File: src/hw/rtl/psh_pkg.sv
// ----------------------------------------------------------------------------
// psh_pkg: shared definitions for the polynomial string hash
// Widths, hash constants, control types and the constant-modulus reduction.
// ----------------------------------------------------------------------------
package psh_pkg;

	localparam int unsigned ByteW = 8;
	localparam int unsigned HashW = 30;
	localparam int unsigned PowW  = 30;
	localparam int unsigned SumW  = 31;
	localparam int unsigned TermW = 9;
	localparam int unsigned ProdW = 40;
	localparam int unsigned MagW  = 38;

	localparam logic [HashW-1:0]        HashMod    = 30'd1000000009;
	localparam logic [5:0]              HashBase   = 6'd53;
	localparam logic signed [TermW-1:0] TermOffset = 9'sd96;
	// floor(2^40 / HashMod), rounded down so the quotient estimate never overshoots
	localparam logic [10:0]             RecipK     = 11'd1099;

	typedef struct packed {
		logic step;   // advance power by one base step
		logic clear;  // return power to one
	} power_ctl_t;

	// Reduce x (below 2^38) modulo HashMod: estimate the quotient from the top
	// bits, subtract, then one conditional correction.
	function automatic logic [HashW-1:0] mod_reduce(input logic [MagW-1:0] x);
		logic [17:0]     t;
		logic [28:0]     tk;
		logic [8:0]      q;
		logic [38:0]     qm;
		logic [MagW-1:0] diff;
		logic [30:0]     r;
		t    = x[37:20];
		tk   = 29'(t) * 29'(RecipK);
		q    = tk[28:20];
		qm   = 39'(q) * 39'(HashMod);
		diff = x - qm[MagW-1:0];
		r    = diff[30:0];
		if (r >= {1'b0, HashMod}) begin
			r = r - {1'b0, HashMod};
		end
		return r[HashW-1:0];
	endfunction

	// Signed-char byte minus 96; a zero byte gives no term.
	function automatic logic signed [TermW-1:0] term_of(input logic [ByteW-1:0] b);
		logic signed [TermW-1:0] c;
		c = signed'({b[ByteW-1], b});
		if (b == '0) begin
			return '0;
		end
		return c - TermOffset;
	endfunction

endpackage

File: src/hw/rtl/psh_if.sv
// ----------------------------------------------------------------------------
// psh_if: stream channels of the polynomial string hash
// Byte channel into the block and hash channel out of it, valid/ready each.
// ----------------------------------------------------------------------------
interface psh_char_if import psh_pkg::*; ();
	logic             valid;
	logic             ready;
	logic [ByteW-1:0] char_byte;
	logic             last_char;

	modport source (output valid, output char_byte, output last_char, input ready);
	modport sink   (input valid, input char_byte, input last_char, output ready);
endinterface

interface psh_hash_if import psh_pkg::*; ();
	logic             valid;
	logic             ready;
	logic [HashW-1:0] hash_result;

	modport source (output valid, output hash_result, input ready);
	modport sink   (input valid, input hash_result, output ready);
endinterface

File: src/hw/rtl/psh_power_gen.sv
// ----------------------------------------------------------------------------
// psh_power_gen: running power of the hash base
// Holds 53^k mod 1000000009, stepping once per hashed byte.
// ----------------------------------------------------------------------------
module psh_power_gen import psh_pkg::*; (
	input  logic             clk,
	input  logic             arst_n,
	input  power_ctl_t       ctl,
	output logic [PowW-1:0]  power
);

	logic [PowW-1:0] power_q;
	logic [35:0]     scaled;
	logic [PowW-1:0] power_next;

	// Multiply by the base and fold back under the modulus
	always_comb begin
		scaled     = 36'(power_q) * 36'(HashBase);
		power_next = mod_reduce(MagW'(scaled));
	end

	// Clear at end of string, advance on a hashed byte
	always_ff @(posedge clk or negedge arst_n) begin
		if (!arst_n) begin
			power_q <= PowW'(1);
		end else if (ctl.clear) begin
			power_q <= PowW'(1);
		end else if (ctl.step) begin
			power_q <= power_next;
		end
	end

	assign power = power_q;

endmodule

File: src/hw/rtl/polynomial_string_hash_core.sv
// ----------------------------------------------------------------------------
// polynomial_string_hash_core: base-53 polynomial string hash, mod 1000000009
// Byte-stream hash with truncated remainder and absolute-value result.
// ----------------------------------------------------------------------------
// The block takes one string byte per cycle and, on the byte flagged last,
// delivers the hash through stage one, stage two and its output register,
// then starts the next string from a clean state with no gap. Zero bytes
// are not hashed. The cycle is set by two register feedback loops: the
// power update (multiply by 53 and constant reduction) and the running-sum
// add with one sign-aware correction; the term product and its reduction sit
// in pipeline stages between them. While a result waits to be transferred,
// bytes keep flowing until the next last byte reaches stage two; that byte
// and one byte behind it are held and the input stalls.
module polynomial_string_hash_core import psh_pkg::*; (
	input  logic        clk,
	input  logic        arst_n,
	psh_char_if.sink    chars,
	psh_hash_if.source  hashes
);

	logic                    accept;
	power_ctl_t              power_ctl;
	logic [PowW-1:0]         power;
	logic signed [TermW-1:0] term;
	logic signed [ProdW-1:0] prod_c;

	logic                    v_s1, last_s1;
	logic signed [ProdW-1:0] prod_s1;
	logic [ProdW-1:0]        mag_full;
	logic [MagW-1:0]         mag;
	logic                    big_c;
	logic [HashW-1:0]        red_c;

	logic                    v_s2, last_s2, neg_s2, big_s2;
	logic [HashW-1:0]        red_s2;

	logic signed [SumW-1:0]  sum_q;
	logic signed [31:0]      part, acc, mod32;
	logic signed [SumW-1:0]  sum_next;
	logic [SumW-1:0]         sum_neg;
	logic [HashW-1:0]        sum_abs;

	logic                    outv_q;
	logic [HashW-1:0]        hash_q;
	logic                    out_free, adv2, en2, en1;

	// Flow control: each stage loads when it is empty or moving on
	assign out_free     = !outv_q || hashes.ready;
	assign adv2         = v_s2 && (!last_s2 || out_free);
	assign en2          = !v_s2 || adv2;
	assign en1          = !v_s1 || en2;
	assign chars.ready  = en1;
	assign accept       = chars.valid && en1;

	// Power sequence advances at the input transfer
	assign power_ctl.step  = accept && (chars.char_byte != '0);
	assign power_ctl.clear = accept && chars.last_char;

	psh_power_gen u_power (
		.clk    (clk),
		.arst_n (arst_n),
		.ctl    (power_ctl),
		.power  (power)
	);

	// Term times current power
	assign term   = term_of(chars.char_byte);
	assign prod_c = ProdW'(term) * ProdW'($signed({1'b0, power}));

	// Stage 1: split the product into sign, magnitude class and residue
	assign mag_full = prod_s1[ProdW-1] ? ProdW'(-prod_s1) : ProdW'(prod_s1);
	assign mag      = mag_full[MagW-1:0];
	assign big_c    = mag >= MagW'(HashMod);
	assign red_c    = mod_reduce(mag);

	// Stage 2: add the residue and correct toward the sign of the exact sum
	assign mod32 = signed'(32'(HashMod));
	always_comb begin
		part = neg_s2 ? -signed'({2'b00, red_s2}) : signed'({2'b00, red_s2});
		acc  = 32'(sum_q) + part;
		if (!big_s2) begin
			if (acc >= mod32) begin
				acc = acc - mod32;
			end else if (acc <= -mod32) begin
				acc = acc + mod32;
			end
		end else if (!neg_s2) begin
			if (acc < 0) begin
				acc = acc + mod32;
			end else if (acc >= mod32) begin
				acc = acc - mod32;
			end
		end else begin
			if (acc > 0) begin
				acc = acc - mod32;
			end else if (acc <= -mod32) begin
				acc = acc + mod32;
			end
		end
		sum_next = acc[SumW-1:0];
		sum_neg  = SumW'(-sum_next);
		sum_abs  = sum_next[SumW-1] ? sum_neg[HashW-1:0] : sum_next[HashW-1:0];
	end

	// Control state: stage valids, running sum, output valid
	always_ff @(posedge clk or negedge arst_n) begin
		if (!arst_n) begin
			v_s1   <= 1'b0;
			v_s2   <= 1'b0;
			sum_q  <= '0;
			outv_q <= 1'b0;
		end else begin
			if (en1) begin
				v_s1 <= accept;
			end
			if (en2) begin
				v_s2 <= v_s1;
			end
			if (adv2) begin
				sum_q <= last_s2 ? '0 : sum_next;
			end
			if (adv2 && last_s2) begin
				outv_q <= 1'b1;
			end else if (hashes.ready) begin
				outv_q <= 1'b0;
			end
		end
	end

	// Payload registers
	always_ff @(posedge clk) begin
		if (accept) begin
			prod_s1 <= prod_c;
			last_s1 <= chars.last_char;
		end
		if (en2 && v_s1) begin
			red_s2  <= red_c;
			neg_s2  <= prod_s1[ProdW-1];
			big_s2  <= big_c;
			last_s2 <= last_s1;
		end
		if (adv2 && last_s2) begin
			hash_q <= sum_abs;
		end
	end

	assign hashes.valid       = outv_q;
	assign hashes.hash_result = hash_q;

endmodule

File: src/flat_wrapper.sv
// flat-port wrapper written by rule: the top's interface ports become plain ports
module polynomial_string_hash_core_flat import psh_pkg::*;
  (clk, arst_n, chars_valid, chars_char_byte, chars_last_char, chars_ready, hashes_valid, hashes_hash_result, hashes_ready);
  psh_char_if chars_i ();
  psh_hash_if hashes_i ();
  input  logic clk;
  input  logic arst_n;
  input wire logic [$bits(chars_i.valid)-1:0] chars_valid;
  input wire logic [$bits(chars_i.char_byte)-1:0] chars_char_byte;
  input wire logic [$bits(chars_i.last_char)-1:0] chars_last_char;
  output wire logic [$bits(chars_i.ready)-1:0] chars_ready;
  output wire logic [$bits(hashes_i.valid)-1:0] hashes_valid;
  output wire logic [$bits(hashes_i.hash_result)-1:0] hashes_hash_result;
  input wire logic [$bits(hashes_i.ready)-1:0] hashes_ready;
  assign chars_i.valid = chars_valid;
  assign chars_i.char_byte = chars_char_byte;
  assign chars_i.last_char = chars_last_char;
  assign chars_ready = chars_i.ready;
  assign hashes_valid = hashes_i.valid;
  assign hashes_hash_result = hashes_i.hash_result;
  assign hashes_i.ready = hashes_ready;
  polynomial_string_hash_core u_core (.clk(clk), .arst_n(arst_n), .chars(chars_i), .hashes(hashes_i));
endmodule
File: config.mk
export PLATFORM = sky130hd
export DESIGN_NAME = polynomial_string_hash_core_flat
export DESIGN_NICKNAME = d
export VERILOG_FILES = /design/src/hw/rtl/psh_pkg.sv /design/src/hw/rtl/psh_if.sv /design/src/hw/rtl/psh_power_gen.sv /design/src/hw/rtl/polynomial_string_hash_core.sv /design/src/flat_wrapper.sv
export SDC_FILE = /design/constraint.sdc
export NUM_CORES = 2
export LEC_CHECK = 0
export BUFFER_PORTS_ARGS = -buffer_cell sky130_fd_sc_hd__buf_2
export CORE_ASPECT_RATIO = 1.5
export CORE_MARGIN = 2
export CORE_UTILIZATION = 26
export DETAILED_ROUTE_END_ITERATION = 8
export PLACE_DENSITY = 0.49
export SYNTH_ARGS = -nofsm -noshare
export SYNTH_HDL_FRONTEND = slang
export SYNTH_SLANG_ARGS = --single-unit
File: constraint.sdc
create_clock -name clk -period 14.05 [get_ports clk]
set_input_delay 1.405 -clock clk [delete_from_list [all_inputs] [get_ports clk]]
set_output_delay 1.405 -clock clk [all_outputs]
set_load 0.01 [all_outputs]
==> impl_metrics.yaml <==
run_status:
  status: "completed"
logic_synthesis:
  netlist_area_um2: 40860
  postSynthCellCount: 4787
  synth_edf_count: 103
  synthFlopType: "edfxtp_1"
  synth_fa_ha_area_share_pct: 38.72
  ys_ff_latch: 167
  async_reset_ff_share_pct: 38.32
  synthMuxAreaShare_pct: 0.7135
  synthXorXnorAreaFrac_pct: 8.614
  syn_area_per_cell_um2: 8.535
  synth_top_family_by_area: "adder cells"
  synth_nets: 5803
  synth_compound_gate_area_share_pct: 16.22
  yosysSeqAreaShare_pct: 11.49
  ys_types: 94
  ys_warn_count: 0
  yosys.area_share.simple_pct: 15.28
routing:
  routed-via-count: 34560
  viasPerCell: 4.835
  drcViolationCount: 0
  routedWlPerCell_um: 17.46
  ant_nets: 0
  drtPass1Iterations: 6
  drt_iter0_drc: 1438
  routed_wl_um: 124800
global_routing:
  grt_pass1_wl_um: 197900
  grt_max_degree: 60
  antenna_found_initial: 1
  gr-total-overflow: 0
  grt_pass1_vias: 36680
  grt_util_all_layers_pct: 15.66
finish:
  syn_to_final_growth_pct: 15.44
  final_area_um2: 47170
  drive_gt1_share_pct: 12.45
  final_cell_mix: "793 x inv_1, 555 x ha_1, 435 x fa_1, 377 x buf_4, 375 x nand2_1"
  fill_cells: 16810
  mostFrequentLayoutCell: "inv_1"
  finalNetCount: 6080
place:
  dpl.hpwl_um: 106100
  place.gp.congestion: 0.9176
  port-buffer-count: 44
  place_area_um2: 45810
worst_setup_path:
  crit_fanout: 11
  arrival_ps: 13970
  crit_top_cell: "inv_1"
  crit_path_end_kind: "flip-flop"
  required_ps: 14500
  crit_path_top_delay_cell: "fa_1"
  path_delay_family: "adder cells"
  crit_type: "flip-flop to flip-flop"
  startpoint_type: "flip-flop"
  cp_num_buf_inv: 14
  cpPeakStageDelay_ps: 540
cts:
  clockBufferDepth: 2
  hold_buffers: 0
  clk_pin_slew_worst_paths_ps: 80
  cts_tree: "done"
  htree_levels: 4
  cts_root_buf: "clkbuf_16"
  numCtsBuffers: 17
  clock-sinks: 167
  clk-insertion-delay-late_ps: 520
timing:
  clock_skew_ps: 25.65
  setup_viol: 0
  slew_viol_final: 0
  period_needed_ps: 13520
  tightestPinTransition_ps: 1141
  hold_viol: 0
  max-slew-margin-rel_pct: 23.89
  fin_crit_sh_pct: 96.26
  max_freq_ghz: 0.07394
floorplanning:
  die_w_um: 327.7
  die-area_um2: 160400
  row_count: 178
  die_h_um: 489.5
  core_um2: 156300
  ioPinCount: 45
  start_util_pct: 26.13
min_path:
  hp-class: "flip-flop to flip-flop"
job:
  drv_cap: 0
[cell families after synthesis]
kind of cell    after synthesis
mux                          28
xor+xnor                    397
simple gates               1267
flops                       167
buf+inv                     962
fa+ha+maj                  1003
compound gates              963
[cell type report]
cell class | instances | area (um^2) | area share (%)
sequential | 167 | 4705 | 9.974
tap | 2070 | 2590 | 5.491
timing repair buffer | 425 | 3123 | 6.621
multi-input combinational | 3658 | 33130 | 70.25
inverter | 795 | 2984 | 6.327
antenna | 1 | 2.502 | 0.005305
clock buffer | 19 | 454.2 | 0.9629
clock inverter | 13 | 173.9 | 0.3687
[metal layers]
metal  vias to the layer above  wire length (um)  global-route usage (%)  part of all wire, %
li1                      16760                 -                       -                    -
met1                     16940             46000                   15.70                   37
met2                       610             69500                   31.91                   56
met3                       250              3113                   1.342                  2.5
met4                         0              6184                   7.306                  5.0
met5                         -                 0                       0                    0
[synthesized netlist by cell type, types with 17 or more instances]
| cell | number | area [um^2] |
|---|---|---|
| a211oi_1 | 29 | 217.7 |
| a21o_1 | 78 | 585.6 |
| a21oi_1 | 206 | 1031 |
| a31oi_1 | 50 | 312.8 |
| and2_1 | 135 | 844.6 |
| and3_1 | 38 | 237.7 |
| clkbuf_1 | 142 | 533.0 |
| dfrtp_1 | 63 | 1577 |
| edfxtp_1 | 103 | 3093 |
| fa_1 | 436 | 8728 |
| ha_1 | 567 | 7094 |
| inv_1 | 794 | 2980 |
| mux2i_1 | 19 | 190.2 |
| nand2_1 | 375 | 1408 |
| nand2b_1 | 61 | 381.6 |
| nand3_1 | 103 | 515.5 |
| nand4_1 | 29 | 181.4 |
| nor2_1 | 246 | 923.4 |
| nor2b_1 | 35 | 219.0 |
| nor3_1 | 90 | 450.4 |
| nor4_1 | 26 | 162.7 |
| o211ai_1 | 36 | 270.3 |
| o21a_1 | 26 | 195.2 |
| o21ai_0 | 170 | 850.8 |
| o21bai_1 | 34 | 255.2 |
| o22ai_1 | 34 | 212.7 |
| o31ai_1 | 43 | 322.8 |
| o41ai_1 | 17 | 148.9 |
| or2_2 | 25 | 156.4 |
| or3_1 | 35 | 219.0 |
| or4_1 | 24 | 180.2 |
| xnor2_1 | 263 | 2303 |
| xor2_1 | 131 | 1147 |
[worst paths after layout]
path	start	to	slack (ps)	cells past startpoint
max	u_core.u_power.power[3]	u_core.u_power.power[2]	530	65
min	u_core.sum_q[12]	u_core.sum_q[12]	490	2
max reg2reg	u_core.u_power.power[3]	u_core.u_power.power[2]	530	65
min reg2reg	u_core.sum_q[12]	u_core.sum_q[12]	490	2
max in group asynchronous	arst_n	u_core.u_power.power[5]	12180	2
min in group asynchronous	arst_n	u_core.sum_q[29]	720	1
[tightest hold or removal path, delay by kind of cell (launching register included)]
kind               cells  cell delay, ps
and+or+nand+nor        1              50
AOI/OAI and AO/OA      1              60
DFF                    1             360
[stage by stage]
step | worst slack [ps] | TNS, ps | hold WS, ps | instances | util (%)
after global routing | -55.32 | -370.4 | 515.4 | 7147 | 30.17
after detailed placement | -164.3 | -2125 | 482.4 | 7094 | 29.30
final | 525.4 | 0 | 493.9 | 7148 | 30.17
after global placement | -106.4 | -517.2 | 471.2 | 7094 | 29.30
after CTS | 6.184 | 0 | 497.3 | 7130 | 29.76
after floorplan | 7.168 | 0 | 400.3 | 4787 | -
[flip-flops by register name, summed over array words and instances (netlist names), 30 cells and up]
name	cells
u_core.hashes.hash_result	30
u_core.prod_s1	39
u_core.red_s2	30
u_core.sum_q	31
u_core.u_power.power	30
[timing repair]
item	in CTS	in global routing
setup buffers	4	17
pin swaps	5	44
endpoints found under the hold margin	0	0
resized for setup	15	109
endpoints found under the setup margin	30	60
Power is left out: the tool's default activity adds up to more than one toggle a clock period on the data nets, which glitch-free logic cannot reach.
